File: src/rtl/assert_macros.svh
// ----------------------------------------------------------------------------
// Assertion macros
// Shared concurrent assertion forms for the cipher unit RTL.
// ----------------------------------------------------------------------------
`ifndef ASSERT_MACROS_SVH
`define ASSERT_MACROS_SVH

// Same-cycle implication, disabled during reset
`define ASSERT_IMP(lbl, ck, rs, ante, cons) \
  lbl: assert property (@(posedge ck) disable iff (rs) (ante) |-> (cons)) \
    else $error("implication check failed");

// Next-cycle implication, disabled during reset
`define ASSERT_NXT(lbl, ck, rs, ante, cons) \
  lbl: assert property (@(posedge ck) disable iff (rs) (ante) |=> (cons)) \
    else $error("next-cycle check failed");

`endif

File: src/rtl/mecu_pkg.sv
// ----------------------------------------------------------------------------
// Cipher unit package
// Shared types and constants for the modular exponentiation cipher unit.
// ----------------------------------------------------------------------------
package mecu_pkg;

  // Modulus after reset
  localparam int unsigned MODULUS_RESET = 103;

  // Status from the serial multiplier to the sequencer
  typedef struct packed {
    logic busy;
    logic done;
  } mul_status_t;

endpackage

File: src/rtl/mecu_modmul.sv
// ----------------------------------------------------------------------------
// Serial modular multiplier
// Interleaved shift-add a*b mod m, one multiplier bit per cycle, MSB first.
// Operand a and the running sum stay below m.
// ----------------------------------------------------------------------------
`include "assert_macros.svh"

module mecu_modmul #(
  parameter int VALUE_BITS = 13
) (
  input  logic                    clk,
  input  logic                    rst,
  input  logic                    start,
  input  logic [VALUE_BITS-1:0]   a,
  input  logic [VALUE_BITS-1:0]   b,
  input  logic [VALUE_BITS-1:0]   m,
  output logic [VALUE_BITS-1:0]   product,
  output mecu_pkg::mul_status_t   status
);

  localparam int CW = $clog2(VALUE_BITS);
  localparam logic [CW-1:0] LAST = CW'(VALUE_BITS - 1);

  logic [VALUE_BITS-1:0] acc;
  logic [VALUE_BITS-1:0] acc_next;
  logic [VALUE_BITS-1:0] bsh;
  logic [CW-1:0]         cnt;
  logic                  busy;
  logic                  done;

  logic [VALUE_BITS:0]   dbl;
  logic [VALUE_BITS-1:0] dbl_red;
  logic [VALUE_BITS:0]   sum;
  logic [VALUE_BITS:0]   m_ext;

  // Double, reduce, add the selected operand, reduce again
  always_comb begin
    m_ext   = {1'b0, m};
    dbl     = {acc, 1'b0};
    dbl_red = (dbl >= m_ext) ? VALUE_BITS'(dbl - m_ext) : dbl[VALUE_BITS-1:0];
    sum     = {1'b0, dbl_red} + (bsh[VALUE_BITS-1] ? {1'b0, a} : '0);
    acc_next = (sum >= m_ext) ? VALUE_BITS'(sum - m_ext) : sum[VALUE_BITS-1:0];
  end

  // Advance one multiplier bit per cycle
  always_ff @(posedge clk) begin
    if (rst) begin
      busy <= 1'b0;
      done <= 1'b0;
      cnt  <= '0;
    end else begin
      done <= 1'b0;
      if (start) begin
        acc  <= '0;
        bsh  <= b;
        cnt  <= '0;
        busy <= 1'b1;
      end else if (busy) begin
        acc <= acc_next;
        bsh <= {bsh[VALUE_BITS-2:0], 1'b0};
        cnt <= cnt + 1'b1;
        if (cnt == LAST) begin
          busy <= 1'b0;
          done <= 1'b1;
        end
      end
    end
  end

  assign product     = acc;
  assign status.busy = busy;
  assign status.done = done;

  `ASSERT_NXT(a_start_busy, clk, rst, start, busy)
  `ASSERT_IMP(a_done_idle, clk, rst, done, !busy)
  `ASSERT_IMP(a_acc_reduced, clk, rst, busy && (m >= 2) && (a < m), acc < m)

endmodule

File: src/rtl/modular_exponentiation_cipher_unit.sv
// ----------------------------------------------------------------------------
// Modular exponentiation cipher unit
// Returns base_value ** exponent mod modulus, fully reduced.
// ----------------------------------------------------------------------------
// Usage:
//   Input channel (in_valid/in_ready) takes one request: base_value, exponent.
//   Output channel (out_valid/out_ready) returns one result_value per request.
//   Config channel (cfg_valid/cfg_ready) writes the modulus; write it only
//   while no request is in flight. A modulus below 2 gives a result of 0.
//   One request is worked at a time. The base is first reduced by one serial
//   multiply, then each of VALUE_BITS exponent bits takes a step state, a
//   square and, for a set bit, a multiply. Every multiply runs on the single
//   bit-serial modular multiplier. The result sits in an output register;
//   the next request is taken while it waits. If the receiver stalls and a
//   second result is ready, the unit holds in its final state until the
//   register frees. Reset clears control state and loads modulus 103.
// ----------------------------------------------------------------------------
`include "assert_macros.svh"

module modular_exponentiation_cipher_unit #(
  parameter int VALUE_BITS = 13
) (
  input  logic                  clk,
  input  logic                  rst,
  input  logic                  cfg_valid,
  output logic                  cfg_ready,
  input  logic [VALUE_BITS-1:0] cfg_data,
  input  logic                  in_valid,
  output logic                  in_ready,
  input  logic [VALUE_BITS-1:0] base_value,
  input  logic [VALUE_BITS-1:0] exponent,
  output logic                  out_valid,
  input  logic                  out_ready,
  output logic [VALUE_BITS-1:0] result_value
);

  localparam int CW = $clog2(VALUE_BITS);
  localparam logic [CW-1:0] LAST = CW'(VALUE_BITS - 1);

  typedef enum logic [2:0] {
    S_IDLE, S_RED, S_STEP, S_MUL, S_SQR, S_OUT
  } state_t;

  state_t                state;
  logic [VALUE_BITS-1:0] modulus;
  logic [VALUE_BITS-1:0] exp_sh;
  logic [VALUE_BITS-1:0] acc;
  logic [VALUE_BITS-1:0] sq;
  logic [CW-1:0]         bit_cnt;
  logic                  mul_go;
  logic [VALUE_BITS-1:0] mul_a;
  logic [VALUE_BITS-1:0] mul_b;
  logic [VALUE_BITS-1:0] mul_p;
  mecu_pkg::mul_status_t mul_st;

  assign cfg_ready = 1'b1;
  assign in_ready  = (state == S_IDLE);

  // Shared serial multiplier
  mecu_modmul #(.VALUE_BITS(VALUE_BITS)) u_mul (
    .clk     (clk),
    .rst     (rst),
    .start   (mul_go),
    .a       (mul_a),
    .b       (mul_b),
    .m       (modulus),
    .product (mul_p),
    .status  (mul_st)
  );

  // Sequence the square-and-multiply and hold the output register
  always_ff @(posedge clk) begin
    if (rst) begin
      state     <= S_IDLE;
      modulus   <= VALUE_BITS'(mecu_pkg::MODULUS_RESET);
      out_valid <= 1'b0;
      mul_go    <= 1'b0;
      bit_cnt   <= '0;
    end else begin
      mul_go <= 1'b0;
      if (out_valid && out_ready) out_valid <= 1'b0;
      if (cfg_valid && cfg_ready) modulus <= cfg_data;
      case (state)
        S_IDLE: begin
          if (in_valid) begin
            exp_sh  <= exponent;
            bit_cnt <= '0;
            if (modulus < VALUE_BITS'(2)) begin
              acc   <= '0;
              state <= S_OUT;
            end else begin
              mul_a  <= VALUE_BITS'(1);
              mul_b  <= base_value;
              mul_go <= 1'b1;
              state  <= S_RED;
            end
          end
        end
        S_RED: begin
          if (mul_st.done) begin
            sq    <= mul_p;
            acc   <= VALUE_BITS'(1);
            state <= S_STEP;
          end
        end
        S_STEP: begin
          mul_go <= 1'b1;
          mul_a  <= sq;
          if (exp_sh[0]) begin
            mul_b <= acc;
            state <= S_MUL;
          end else begin
            mul_b <= sq;
            state <= S_SQR;
          end
        end
        S_MUL: begin
          if (mul_st.done) begin
            acc    <= mul_p;
            mul_a  <= sq;
            mul_b  <= sq;
            mul_go <= 1'b1;
            state  <= S_SQR;
          end
        end
        S_SQR: begin
          if (mul_st.done) begin
            sq      <= mul_p;
            exp_sh  <= exp_sh >> 1;
            bit_cnt <= bit_cnt + 1'b1;
            state   <= (bit_cnt == LAST) ? S_OUT : S_STEP;
          end
        end
        S_OUT: begin
          if (!out_valid || out_ready) begin
            result_value <= acc;
            out_valid    <= 1'b1;
            state        <= S_IDLE;
          end
        end
        default: state <= S_IDLE;
      endcase
    end
  end

  `ASSERT_NXT(a_accept_leaves_idle, clk, rst, in_valid && in_ready, state != S_IDLE)
  `ASSERT_IMP(a_go_when_free, clk, rst, mul_go, !mul_st.busy)
  `ASSERT_IMP(a_wait_has_work, clk, rst,
    state == S_RED || state == S_MUL || state == S_SQR, mul_go || mul_st.busy || mul_st.done)
  `ASSERT_IMP(a_result_reduced, clk, rst,
    out_valid && (modulus >= VALUE_BITS'(2)), result_value < modulus)

endmodule

File: config.mk
export PLATFORM = sky130hd
export DESIGN_NAME = modular_exponentiation_cipher_unit
export DESIGN_NICKNAME = d
export VERILOG_FILES = /design/src/rtl/mecu_pkg.sv /design/src/rtl/mecu_modmul.sv /design/src/rtl/modular_exponentiation_cipher_unit.sv
export VERILOG_INCLUDE_DIRS = /design/src /design/src/rtl
export SDC_FILE = /design/constraint.sdc
export NUM_CORES = 1
export LEC_CHECK = 0
export BUFFER_PORTS_ARGS = -buffer_cell sky130_fd_sc_hd__buf_2
export CAP_MARGIN = 5
export CORE_UTILIZATION = 45
export CTS_CLUSTER_DIAMETER = 30
export CTS_CLUSTER_SIZE = 40
export DETAILED_ROUTE_END_ITERATION = 6
export PLACE_DENSITY = 0.74
export REMOVE_ABC_BUFFERS = 1
export SETUP_SLACK_MARGIN = 0.02
export SYNTH_ARGS = -nofsm -noshare
export SYNTH_HDL_FRONTEND = slang
export SYNTH_SLANG_ARGS = --single-unit
File: constraint.sdc
create_clock -name clk -period 9.5 [get_ports clk]
set_input_delay 1.9 -clock clk [delete_from_list [all_inputs] [get_ports clk]]
set_output_delay 1.9 -clock clk [all_outputs]
set_load 0.01 [all_outputs]
==> results_tabular.tex, run 1 <==
\begin{tabular}{lr}
\hline
Metric & Value \\
\hline
\multicolumn{2}{l}{\textbf{Status}} \\
Outcome & complete, no violations \\
\multicolumn{2}{l}{\textbf{Worst setup path}} \\
Kind of start point of the critical path & register \\
Critical path data arrival time & 6.50 ns \\
Critical-path top delay cell & sky130\_fd\_sc\_hd\_\_a21oi\_2 \\
Worst R2R Start & modulus[0]\$\_SDFFE\_PP1P\_ \\
Family with the most delay on the worst path & compound AO/OA/AOI/OAI gates \\
Largest driver fanout on the critical path & 15 \\
Worst path max stage delay & 0.66 ns \\
Crit path buffers/inverters & 1 \\
CP Launch Point & modulus[0]\$\_SDFFE\_PP1P\_ \\
Required time of the critical path & 9.66 ns \\
Critical Path End Type & register \\
Cell type with the highest occurrence count on the critical path & sky130\_fd\_sc\_hd\_\_o21ai\_0 \\
Worst-path cell chain & inv\_1 > fa\_1 > a21oi\_1 > o21ai\_0 > a221o\_1 > nand2b\_1 > a31oi\_1 > o21ai\_2 > and2\_1 > ha\_1 > fa\_1 > a211oi\_1 > o21ai\_0 > a21oi\_1 > xnor2\_1 > ha\_1 > nand2\_1 > o21ai\_0 > o21ai\_0 > nand3\_1 > a21oi\_2 > mux2i\_1 > nor2\_1 \\
Kind of critical path & reg -> reg \\
\multicolumn{2}{l}{\textbf{Clock network}} \\
Clock slew at the register clock pins of the worst setup and hold paths & 0.06 ns \\
H-Tree Level Count & 4 \\
Clock tree sinks & 132 \\
TritonCTS clock tree & done \\
Clock latency of the later-clocked register in the worst-skew pair & 0.42 ns \\
Bufs on Longest Clock Path & 2 \\
\# Post-CTS Setup Buffers & 0 \\
Quantity of hold-fixing buffers added after cts & 0 \\
CTS Buf Count & 17 \\
Cell at the root of the clock tree & sky130\_fd\_sc\_hd\_\_clkbuf\_16 \\
CTS resizes & 0 \\
\multicolumn{2}{l}{\textbf{Timing}} \\
Number of failing setup endpoints in the final timing report & 0 \\
Max-slew headroom at the worst pin & 22.7\% \\
Setup tns final & 0 ns \\
Clock Skew & 0.00976 ns \\
Slew at the pin closest to its max-slew limit & 1.15 ns \\
Min Tclk post-route & 6.34 ns \\
Total count of hold-check failures in the final report & 0 \\
Max Slew Vio Count & 0 \\
Final period util & 66.7\% \\
RSZ-0062 raised after global routing & no \\
Fmax & 0.158 GHz \\
\multicolumn{2}{l}{\textbf{Layout}} \\
Number of diodes & 0 \\
Fill cell instance count of the final layout & 1366 \\
Fraction of final layout cells with drive strength greater than 1 & 19.1\% \\
Most frequent standard cell in the layout excluding fill and tap cells & sky130\_fd\_sc\_hd\_\_edfxtp\_1 \\
Core occupancy in the finished layout & 53.1\% \\
Post-Layout Inst Area & 8460 sq um \\
Signed area change from the synthesized netlist to the final layout & 14.9\% \\
Number of standard cells in the layout, taps in and fillers out & 948 \\
Layout Nets & 810 \\
Most used cells in the layout excluding fill and tap cells & sky130\_fd\_sc\_hd\_\_edfxtp\_1, sky130\_fd\_sc\_hd\_\_buf\_2, sky130\_fd\_sc\_hd\_\_nor2\_1, sky130\_fd\_sc\_hd\_\_nand2\_1, sky130\_fd\_sc\_hd\_\_ha\_1 \\
\multicolumn{2}{l}{\textbf{Synth}} \\
Number of synthesized register bits & 132 \\
Yosys warning total & 0 \\
Count of flip-flops with a built-in enable after synthesis & 104 \\
Cell area after technology mapping & 7370 sq um \\
Unique cell type count in the Yosys netlist & 54 \\
Proportion of register bits with asynchronous set or reset after synthesis & 0\% \\
Sequential-to-total area share from yosys stat & 50.0\% \\
Synthesized instance count & 662 \\
Average cell area after synthesis & 11.1 sq um \\
Post-synth top flop & sky130\_fd\_sc\_hd\_\_edfxtp\_1 \\
\multicolumn{2}{l}{\textbf{Detailed routing}} \\
Violation count after the first detailed-routing iteration & 340 \\
Average wire length per cell after detail routing & 16.1 um \\
Average via count per standard cell & 5.40 \\
Number of optimization iterations in the first detailed-route pass & 4 \\
Overall via count from detail\_route & 5122 \\
Total wirelength of the detailed-routed design & 15300 um \\
Residual antenna-violating net count after detailed routing & 0 \\
Post-detailed-route DRC marker count & 0 \\
\multicolumn{2}{l}{\textbf{Global routing}} \\
Overflow left after global routing & 0 \\
Wire length of the first global-routing pass & 24800 um \\
Vias in the first global route & 5048 \\
Largest net degree at the start of global routing & 29 \\
Global router's overall resource usage & 19.5\% \\
Initial antenna violation count & 0 \\
\multicolumn{2}{l}{\textbf{Floorplanning}} \\
Top Ports & 60 \\
Std-Cell Rows & 46 \\
Effective utilization at floorplan & 46.2\% \\
Area inside the core boundary & 15900 sq um \\
DIE HEIGHT & 130 um \\
Chip width & 130 um \\
Area enclosed by the die boundary & 16900 sq um \\
\multicolumn{2}{l}{\textbf{Place}} \\
Final weighted congestion in routability-driven placement & 0.863 \\
Count of input and output buffers & 58 \\
Placement-stage cell area & 7900 sq um \\
Number of placed instances with taps included & 916 \\
Half-perimeter wire length of the detailed placement result & 11400 um \\
\multicolumn{2}{l}{\textbf{Worst hold path}} \\
Type of the worst min-delay path & reg -> reg \\
Startpoint of the worst hold path & acc[5]\$\_DFFE\_PP\_ \\
\multicolumn{2}{l}{\textbf{Job}} \\
Number of violations of the max-capacitance limit & 0 \\
\hline
\end{tabular}
[synth_stat cells, drive strengths merged (4+ instances only)]
cell type,number,area (sq um)
nor3,7,35.0
ha,44,551
xor2,15,131
inv,29,109
xnor2,21,184
edfxtp,104,3120
nor2b,10,62.6
nand4,5,31.3
a211oi,5,37.5
nand2b,8,50.1
and3,15,93.8
nor4,4,25.0
dfxtp,28,561
a31oi,6,37.5
a21o,14,105
clkbuf,24,90.1
nand3,10,50.1
o21ai,38,194
nand2,44,165
mux2i,31,310
a21oi,40,204
mux2,35,428
and2,29,181
nor2,46,173
o211ai,7,52.6
[area by class of cell]
| class | count | area (sq um) | share of cell area (%) |
|---|---|---|---|
| clock buffer | 18 | 429 | 5.07 |
| timing repair buffer | 65 | 343 | 4.05 |
| multi-input combinational | 474 | 3490 | 41.3 |
| inverter | 29 | 109 | 1.29 |
| clock inverter | 14 | 138 | 1.63 |
| tap | 216 | 270 | 3.19 |
| sequential | 132 | 3680 | 43.5 |
[cell families (layout without fill, tap and decap cells)]
kind of cell,Yosys count,count (layout),synth area share [%]
adders and majority gates,47,47,8.29
xor gates and xnor gates,36,36,4.28
muxes,66,66,10.0
other,1,1,0.0509
buffers and inverters,56,126,3.06
DFF,132,132,50.0
and+or+nand+nor,188,188,12.8
AOI/OAI and AO/OA,136,136,11.5
[per-stage QoR]
stage	setup slack, ns	hold WS, ns
after floorplan	2.78	0.426
after global placement	3.36	0.432
after detailed placement	3.20	0.434
after CTS	3.17	0.445
after global routing	2.63	0.448
final	3.16	0.443
[metal layers]
metal | GRT usage [%] | wire [um]
met5 | 0 | 0
met4 | 5.81 | 161
met3 | 4.72 | 685
met2 | 31.0 | 6920
met1 | 26.2 | 7520
[registers in the layout (all words and copies together), names as in the netlist]
| signal | count |
|---|---|
| u_mul.bsh | 13 |
| state | 3 |
| result_value | 13 |
| mul_go | 1 |
| u_mul.product | 13 |
| acc | 13 |
| u_mul.cnt | 4 |
| u_mul.busy | 1 |
| out_valid | 1 |
| exp_sh | 13 |
| modulus | 13 |
| u_mul.done | 1 |
| mul_a | 13 |
| mul_b | 13 |
| bit_cnt | 4 |
| sq | 13 |
[worst reg2reg max path, delay by kind of cell, from the launching register on]
family          cells  cell delay, ns
compound gates     11            2.85
xor+xnor            1            0.23
fa+ha+maj           4            1.48
buf+inv             1            0.12
flops               1            0.37
mux                 1            0.28
simple gates        5            0.74
[worst paths after layout]
path / end / slack, ns / cells past startpoint
hold reg to reg: result_value[5]$_DFFE_PP_ / 0.44 / 0
setup reg to reg: u_mul.product[2]$_SDFFCE_PP0P_ / 3.16 / 23
hold / removal: result_value[5]$_DFFE_PP_ / 0.44 / 0
setup / recovery: u_mul.product[2]$_SDFFCE_PP0P_ / 3.16 / 23
Power of run 1 is left out: the tool's default activity adds up to more than one toggle a clock period on the data nets, which glitch-free logic cannot reach.
==> inputs of run 2 (changes only) <==
--- a/config.mk
+++ b/config.mk
@@ -6,6 +6,7 @@
 export SDC_FILE = /design/constraint.sdc
 export NUM_CORES = 1
 export LEC_CHECK = 0
+export ABC_AREA = 1
 export BUFFER_PORTS_ARGS = -buffer_cell sky130_fd_sc_hd__buf_2
 export CAP_MARGIN = 5
 export CORE_UTILIZATION = 45
==> constraint.sdc (replaced) <==
create_clock -name clk -period 6.6 [get_ports clk]
set_input_delay 1.32 -clock clk [delete_from_list [all_inputs] [get_ports clk]]
set_output_delay 1.32 -clock clk [all_outputs]
set_load 0.01 [all_outputs]
==> run 2 against run 1 <==
- fmax rose by 16%
- clock skew fell by 0.0020 ns
- register-to-register slack worse by 2.0 ns
- die area increased by 3.8%
- sequential share of layout area down 1.7 points
- largest cell class unchanged
==> results_tabular.tex, run 2 <==
\begin{tabular}{lr}
\hline
Metric & Value \\
\hline
\multicolumn{2}{l}{\textbf{Floorplanning}} \\
Area enclosed by the die boundary & 17500 sq um (+3.8\%) \\
Effective utilization at floorplan & 46.1\% (-0.087 points) \\
Top Ports & 60 (unchanged) \\
Chip width & 132 um (+1.9\%) \\
Std-Cell Rows & 47 (+2.2\%) \\
DIE HEIGHT & 132 um (+1.9\%) \\
Area inside the core boundary & 16600 sq um (+4.0\%) \\
\multicolumn{2}{l}{\textbf{Detailed routing}} \\
Total wirelength of the detailed-routed design & 17800 um (+16\%) \\
Violation count after the first detailed-routing iteration & 446 (+31\%) \\
Overall via count from detail\_route & 6076 (+19\%) \\
Post-detailed-route DRC marker count & 0 (unchanged) \\
Average via count per standard cell & 5.10 (-5.6\%) \\
Number of optimization iterations in the first detailed-route pass & 5 (+1) \\
Average wire length per cell after detail routing & 14.9 um (-7.5\%) \\
Residual antenna-violating net count after detailed routing & 0 (unchanged) \\
\multicolumn{2}{l}{\textbf{Place}} \\
Count of input and output buffers & 58 (unchanged) \\
Final weighted congestion in routability-driven placement & 0.929 (+7.6\%) \\
Half-perimeter wire length of the detailed placement result & 12900 um (+13\%) \\
Placement-stage cell area & 8140 sq um (+3.1\%) \\
\multicolumn{2}{l}{\textbf{Timing}} \\
Final period util & 82.9\% (+16 points) \\
Total count of hold-check failures in the final report & 0 (unchanged) \\
Max-slew headroom at the worst pin & 26.7\% (+4.0 points) \\
Min Tclk post-route & 5.47 ns (-0.867 ns) \\
Number of failing setup endpoints in the final timing report & 0 (unchanged) \\
Slew at the pin closest to its max-slew limit & 1.10 ns (-0.0573 ns) \\
RSZ-0062 raised after global routing & no \\
Fmax & 0.183 GHz (+16\%) \\
Max Slew Vio Count & 0 (unchanged) \\
Clock Skew & 0.00779 ns (-0.00197 ns) \\
Setup tns final & 0 ns (unchanged) \\
\multicolumn{2}{l}{\textbf{Worst setup path}} \\
Kind of critical path & reg -> reg \\
Critical Path End Type & register \\
CP Launch Point & u\_mul.product[6]\$\_SDFFCE\_PP0P\_ \\
Kind of start point of the critical path & register \\
Worst path max stage delay & 0.49 ns (-0.17 ns) \\
Critical-path top delay cell & sky130\_fd\_sc\_hd\_\_nand3\_2 \\
Worst R2R Start & u\_mul.product[6]\$\_SDFFCE\_PP0P\_ \\
Critical path data arrival time & 5.66 ns (-0.84 ns) \\
R2r setup slk & 1.13 ns (-2.03 ns) \\
Required time of the critical path & 6.78 ns (-2.88 ns) \\
Cell type with the highest occurrence count on the critical path & sky130\_fd\_sc\_hd\_\_nand2\_1 \\
Largest driver fanout on the critical path & 21 (+6) \\
\multicolumn{2}{l}{\textbf{Clock network}} \\
CTS resizes & 0 (unchanged) \\
Clock slew at the register clock pins of the worst setup and hold paths & 0.06 ns (about the same) \\
Bufs on Longest Clock Path & 2 (unchanged) \\
Cell at the root of the clock tree & sky130\_fd\_sc\_hd\_\_clkbuf\_16 \\
Clock tree sinks & 132 (unchanged) \\
Quantity of hold-fixing buffers added after cts & 0 (unchanged) \\
H-Tree Level Count & 4 (unchanged) \\
TritonCTS clock tree & done \\
Clock latency of the later-clocked register in the worst-skew pair & 0.43 ns (about the same) \\
\# Post-CTS Setup Buffers & 0 (unchanged) \\
CTS Buf Count & 17 (unchanged) \\
\multicolumn{2}{l}{\textbf{Synth}} \\
Portion of synthesized cell area occupied by the leading cell type & 40.8\% (-1.6 points) \\
Leading cell types by count after synthesis & sky130\_fd\_sc\_hd\_\_nand2\_1, sky130\_fd\_sc\_hd\_\_inv\_1, sky130\_fd\_sc\_hd\_\_edfxtp\_1 \\
Sequential-to-total area share from yosys stat & 48.2\% (-1.8 points) \\
Most common cell in the synthesized netlist & sky130\_fd\_sc\_hd\_\_nand2\_1 \\
Dominant cell type by area after synthesis & sky130\_fd\_sc\_hd\_\_edfxtp\_1 \\
Average cell area after synthesis & 8.51 sq um (-24\%) \\
Cell area after technology mapping & 7650 sq um (+3.8\%) \\
Count of flip-flops with a built-in enable after synthesis & 104 (unchanged) \\
Proportion of register bits with asynchronous set or reset after synthesis & 0\% (unchanged) \\
Number of synthesized register bits & 132 (unchanged) \\
Most area-consuming cells after synthesis & sky130\_fd\_sc\_hd\_\_edfxtp\_1, sky130\_fd\_sc\_hd\_\_nand2\_1, sky130\_fd\_sc\_hd\_\_dfxtp\_1 \\
Post-synth top flop & sky130\_fd\_sc\_hd\_\_edfxtp\_1 \\
Synthesized instance count & 899 (+36\%) \\
Unique cell type count in the Yosys netlist & 44 (-19\%) \\
Yosys warning total & 0 (unchanged) \\
\multicolumn{2}{l}{\textbf{Layout}} \\
Post-Layout Inst Area & 8800 sq um (+4.0\%) \\
Most used cells in the layout excluding fill and tap cells & sky130\_fd\_sc\_hd\_\_nand2\_1, sky130\_fd\_sc\_hd\_\_inv\_1, sky130\_fd\_sc\_hd\_\_edfxtp\_1, sky130\_fd\_sc\_hd\_\_nor2\_1, sky130\_fd\_sc\_hd\_\_buf\_2 \\
Layout Nets & 1050 (+30\%) \\
Core occupancy in the finished layout & 53.1\% (about the same) \\
Signed area change from the synthesized netlist to the final layout & 15.1\% \\
Fill cell instance count of the final layout & 1549 (+13\%) \\
Most frequent standard cell in the layout excluding fill and tap cells & sky130\_fd\_sc\_hd\_\_nand2\_1 \\
Fraction of final layout cells with drive strength greater than 1 & 13.8\% (-5.3 points) \\
Number of diodes & 0 (unchanged) \\
\multicolumn{2}{l}{\textbf{Status}} \\
Outcome & complete, no violations \\
\multicolumn{2}{l}{\textbf{Worst hold path}} \\
Type of the worst min-delay path & reg -> reg \\
Startpoint of the worst hold path & acc[10]\$\_DFFE\_PP\_ \\
\multicolumn{2}{l}{\textbf{Global routing}} \\
Vias in the first global route & 5999 (+19\%) \\
Global router's overall resource usage & 21.6\% (+2.2 points) \\
Initial antenna violation count & 0 (unchanged) \\
Wire length of the first global-routing pass & 29300 um (+18\%) \\
Overflow left after global routing & 0 (unchanged) \\
Largest net degree at the start of global routing & 28 (-3.4\%) \\
\multicolumn{2}{l}{\textbf{Job}} \\
Number of violations of the max-capacitance limit & 0 (unchanged) \\
\hline
\end{tabular}
==> run 2: critical path, delay by kind of cell, from the launching register on <==
family | cells | cell delay [ns]
xor+xnor | 1 | 0.29
fa+ha+maj | 4 | 1.32
flops | 1 | 0.47
simple gates | 16 | 2.05
buf+inv | 2 | 0.13
compound gates | 4 | 0.95
==> run 2: path summary, 6_finish.rpt <==
| path | endpoint | cells after the start |
|---|---|---|
| max | u_mul.product[4]$_SDFFCE_PP0P_ | 27 |
| min | result_value[10]$_DFFE_PP_ | 0 |
| max reg2reg | u_mul.product[4]$_SDFFCE_PP0P_ | 27 |
| min reg2reg | result_value[10]$_DFFE_PP_ | 0 |
==> run 2: cells by family (layout without fill, tap and decap cells) <==
kind of cell / Yosys count / after routing / share of synthesized area, %
AO/OA/AOI/OAI: 124 / 124 / 10.3
buffers and inverters: 160 / 232 / 8.38
adder cells (fa/ha/maj): 47 / 47 / 7.98
AND/OR/NAND/NOR: 412 / 412 / 22.5
XOR/XNOR: 23 / 23 / 2.63
other: 1 / 1 / 0.0490
flip-flops: 132 / 132 / 48.2
==> run 2: stage by stage <==
stage                     std cells  setup slack (ns)  hold WS [ns]
final                          1191              1.13         0.451
after floorplan                 877              1.89         0.426
after global routing           1191             0.740         0.465
after detailed placement       1160              1.18         0.434
after global placement         1160              1.31         0.435
after CTS                      1191              1.20         0.454
==> run 2: layer usage <==
layer	up-vias	wire length (um)	part of all wire, %	GRT usage, %
met5	-	0	0	0
met4	0	359	2.0	8.43
met3	29	631	3.6	3.61
met2	128	8240	46	35.9
met1	2835	8540	48	28.2
li1	3084	-	-	-
==> run 2: final cells by class <==
class                      instances  area, sq um  area share [%]
multi-input combinational        607         3340            37.9
tap                              220          275            3.13
inverter                         138          518            5.88
clock buffer                      18          429            4.87
timing repair buffer              63          328            3.72
sequential                       132         3680            41.8
clock inverter                    13          230            2.62
Power of run 2 is left out for the same reason.
==> inputs of run 3 (changes only) <==
==> constraint.sdc (replaced) <==
create_clock -name clk -period 5.75 [get_ports clk]
set_input_delay 1.15 -clock clk [delete_from_list [all_inputs] [get_ports clk]]
set_output_delay 1.15 -clock clk [all_outputs]
set_load 0.01 [all_outputs]
==> run 3 against run 2 <==
- final area decreased by 0.41%
- flip-flop and latch count unchanged
- worst setup slack got worse by 0.58 ns
- worst hold slack got worse by 0.0069 ns
- fmax increased by 5.2%
- via count decreased by 1.2%
- count of clock-buffer cells in the layout increased by 5
- routed wire length decreased by 2.1%
- first-iteration DRC count decreased by 19%
- global-route usage decreased by 0.46 points
- final cell count increased by 0.17%
- register-to-register slack got worse by 0.58 ns
==> results_tabular.tex, run 3 (synthesis results as in run 2) <==
\begin{tabular}{lr}
\hline
Metric & Value \\
\hline
\multicolumn{2}{l}{\textbf{Global routing}} \\
Global router's overall resource usage & 21.2\% (-0.46 points) \\
Overflow left after global routing & 0 (unchanged) \\
Initial antenna violation count & 0 (unchanged) \\
Wire length of the first global-routing pass & 28800 um (-2.0\%) \\
Largest net degree at the start of global routing & 28 (unchanged) \\
Vias in the first global route & 5815 (-3.1\%) \\
\multicolumn{2}{l}{\textbf{Detailed routing}} \\
Number of optimization iterations in the first detailed-route pass & 5 (unchanged) \\
Violation count after the first detailed-routing iteration & 362 (-19\%) \\
Total wirelength of the detailed-routed design & 17400 um (-2.1\%) \\
Overall via count from detail\_route & 6005 (-1.2\%) \\
Average via count per standard cell & 5.03 (-1.3\%) \\
Average wire length per cell after detail routing & 14.6 um (-2.3\%) \\
Post-detailed-route DRC marker count & 0 (unchanged) \\
Residual antenna-violating net count after detailed routing & 0 (unchanged) \\
\multicolumn{2}{l}{\textbf{Floorplanning}} \\
Std-Cell Rows & 47 (unchanged) \\
Top Ports & 60 (unchanged) \\
DIE HEIGHT & 132 um (unchanged) \\
Effective utilization at floorplan & 46.1\% (unchanged) \\
Area enclosed by the die boundary & 17500 sq um (unchanged) \\
Chip width & 132 um (unchanged) \\
Area inside the core boundary & 16600 sq um (unchanged) \\
\multicolumn{2}{l}{\textbf{Worst setup path}} \\
Cell type with the highest occurrence count on the critical path & sky130\_fd\_sc\_hd\_\_nand2\_1 \\
Worst path max stage delay & 0.47 ns (-0.02 ns) \\
Required time of the critical path & 5.92 ns (-0.86 ns) \\
Critical path data arrival time & 5.37 ns (-0.29 ns) \\
Kind of start point of the critical path & register \\
Largest driver fanout on the critical path & 15 (-29\%) \\
Critical Path End Type & register \\
Family with the most delay on the worst path & simple AND/OR/NAND/NOR gates \\
Kind of critical path & reg -> reg \\
Critical-path top delay cell & sky130\_fd\_sc\_hd\_\_fa\_1 \\
Crit path buffers/inverters & 4 (+2) \\
\multicolumn{2}{l}{\textbf{Timing}} \\
Slew at the pin closest to its max-slew limit & 1.09 ns (-0.0108 ns) \\
Setup tns final & 0 ns (unchanged) \\
Fmax & 0.192 GHz (+5.2\%) \\
Final period util & 90.4\% (+7.5 points) \\
Total count of hold-check failures in the final report & 0 (unchanged) \\
Number of failing setup endpoints in the final timing report & 0 (unchanged) \\
RSZ-0062 raised after global routing & no \\
Min Tclk post-route & 5.20 ns (-0.271 ns) \\
Max-slew headroom at the worst pin & 27.4\% (+0.72 points) \\
Max Slew Vio Count & 0 (unchanged) \\
Clock Skew & 0.0147 ns (+0.00690 ns) \\
\multicolumn{2}{l}{\textbf{Layout}} \\
Number of diodes & 0 (unchanged) \\
Layout Nets & 1051 (+0.095\%) \\
Most used cells in the layout excluding fill and tap cells & sky130\_fd\_sc\_hd\_\_nand2\_1, sky130\_fd\_sc\_hd\_\_inv\_1, sky130\_fd\_sc\_hd\_\_edfxtp\_1, sky130\_fd\_sc\_hd\_\_nor2\_1, sky130\_fd\_sc\_hd\_\_buf\_2 \\
Most frequent standard cell in the layout excluding fill and tap cells & sky130\_fd\_sc\_hd\_\_nand2\_1 \\
Fraction of final layout cells with drive strength greater than 1 & 14.2\% (+0.38 points) \\
Signed area change from the synthesized netlist to the final layout & 14.6\% \\
\multicolumn{2}{l}{\textbf{Clock network}} \\
Bufs on Longest Clock Path & 2 (unchanged) \\
Clock tree sinks & 132 (unchanged) \\
CTS resizes & 0 (unchanged) \\
\# Post-CTS Setup Buffers & 0 (unchanged) \\
Clock latency of the later-clocked register in the worst-skew pair & 0.42 ns (about the same) \\
Quantity of hold-fixing buffers added after cts & 0 (unchanged) \\
TritonCTS clock tree & done \\
Cell at the root of the clock tree & sky130\_fd\_sc\_hd\_\_clkbuf\_16 \\
H-Tree Level Count & 4 (unchanged) \\
Clock slew at the register clock pins of the worst setup and hold paths & 0.06 ns (about the same) \\
CTS Buf Count & 17 (unchanged) \\
\multicolumn{2}{l}{\textbf{Place}} \\
Final weighted congestion in routability-driven placement & 0.941 (+1.2\%) \\
Half-perimeter wire length of the detailed placement result & 12900 um (-0.29\%) \\
Count of input and output buffers & 58 (unchanged) \\
\multicolumn{2}{l}{\textbf{Worst hold path}} \\
Type of the worst min-delay path & reg -> reg \\
\multicolumn{2}{l}{\textbf{Status}} \\
Outcome & complete, no violations \\
\multicolumn{2}{l}{\textbf{Job}} \\
Number of violations of the max-capacitance limit & 0 (unchanged) \\
\hline
\end{tabular}
## run 3: changes by cell type in the layout (fill, tap and decap cells not counted)
cell | before | now
sky130_fd_sc_hd__clkbuf_1 | 1 | 0
sky130_fd_sc_hd__inv_6 | 2 | 1
sky130_fd_sc_hd__clkbuf_16 | 17 | 19
sky130_fd_sc_hd__bufinv_16 | 6 | 1
sky130_fd_sc_hd__buf_4 | 5 | 6
sky130_fd_sc_hd__clkinv_2 | 1 | 2
sky130_fd_sc_hd__clkinv_1 | 1 | 0
sky130_fd_sc_hd__clkbuf_8 | 0 | 4
sky130_fd_sc_hd__inv_4 | 0 | 2
## run 3: worst paths after layout
| path | from | end | slack (ns) | cells after the start |
|---|---|---|---|---|
| setup / recovery | modulus[0]$_SDFFE_PP1P_ | u_mul.product[12]$_SDFFCE_PP0P_ | 0.55 | 28 |
| hold / removal | acc[8]$_DFFE_PP_ | result_value[8]$_DFFE_PP_ | 0.44 | 0 |
| setup reg to reg | modulus[0]$_SDFFE_PP1P_ | u_mul.product[12]$_SDFFCE_PP0P_ | 0.55 | 28 |
| hold reg to reg | acc[8]$_DFFE_PP_ | result_value[8]$_DFFE_PP_ | 0.44 | 0 |
## run 3: cell type report
type | instances | area, sq um
repair buffers | 64 | 335
inverters | 138 | 518
well taps | 220 | 275
clock buffers | 23 | 531
multi-input cells | 607 | 3340
clock inverters | 9 | 85.1
fillers | 1532 | 7820
flip-flops and latches | 132 | 3680
## run 3: stage by stage
| stage | utilization, % | hold WS [ns] | setup WS, ns | instances | instance area [sq um] |
|---|---|---|---|---|---|
| CTS | 52.9 | 0.448 | 0.576 | 1193 | 8770 |
| global placement | 49.2 | 0.434 | 0.724 | 1161 | 8150 |
| detailed placement | 49.2 | 0.435 | 0.570 | 1161 | 8150 |
| floorplan | - | 0.426 | 1.04 | 877 | 7530 |
| global route | 52.9 | 0.458 | 0.125 | 1193 | 8770 |
| finish | 52.9 | 0.444 | 0.549 | 1193 | 8770 |
## run 3: worst reg2reg max path, delay by kind of cell (launching register included)
family	cells	cell delay (ns)
buf+inv	4	0.55
compound gates	3	0.55
fa+ha+maj	3	1.15
xor+xnor	1	0.34
flops	1	0.41
simple gates	17	1.94
## run 3: routing by layer
layer | GRT usage (%) | part of all wire [%] | routed length (um)
met1 | 27.7 | 47 | 8200
met2 | 35.3 | 48 | 8270
met3 | 4.19 | 4.1 | 710
met4 | 6.58 | 1.2 | 210
met5 | 0 | 0 | 0
Power of run 3 is left out for the same reason.
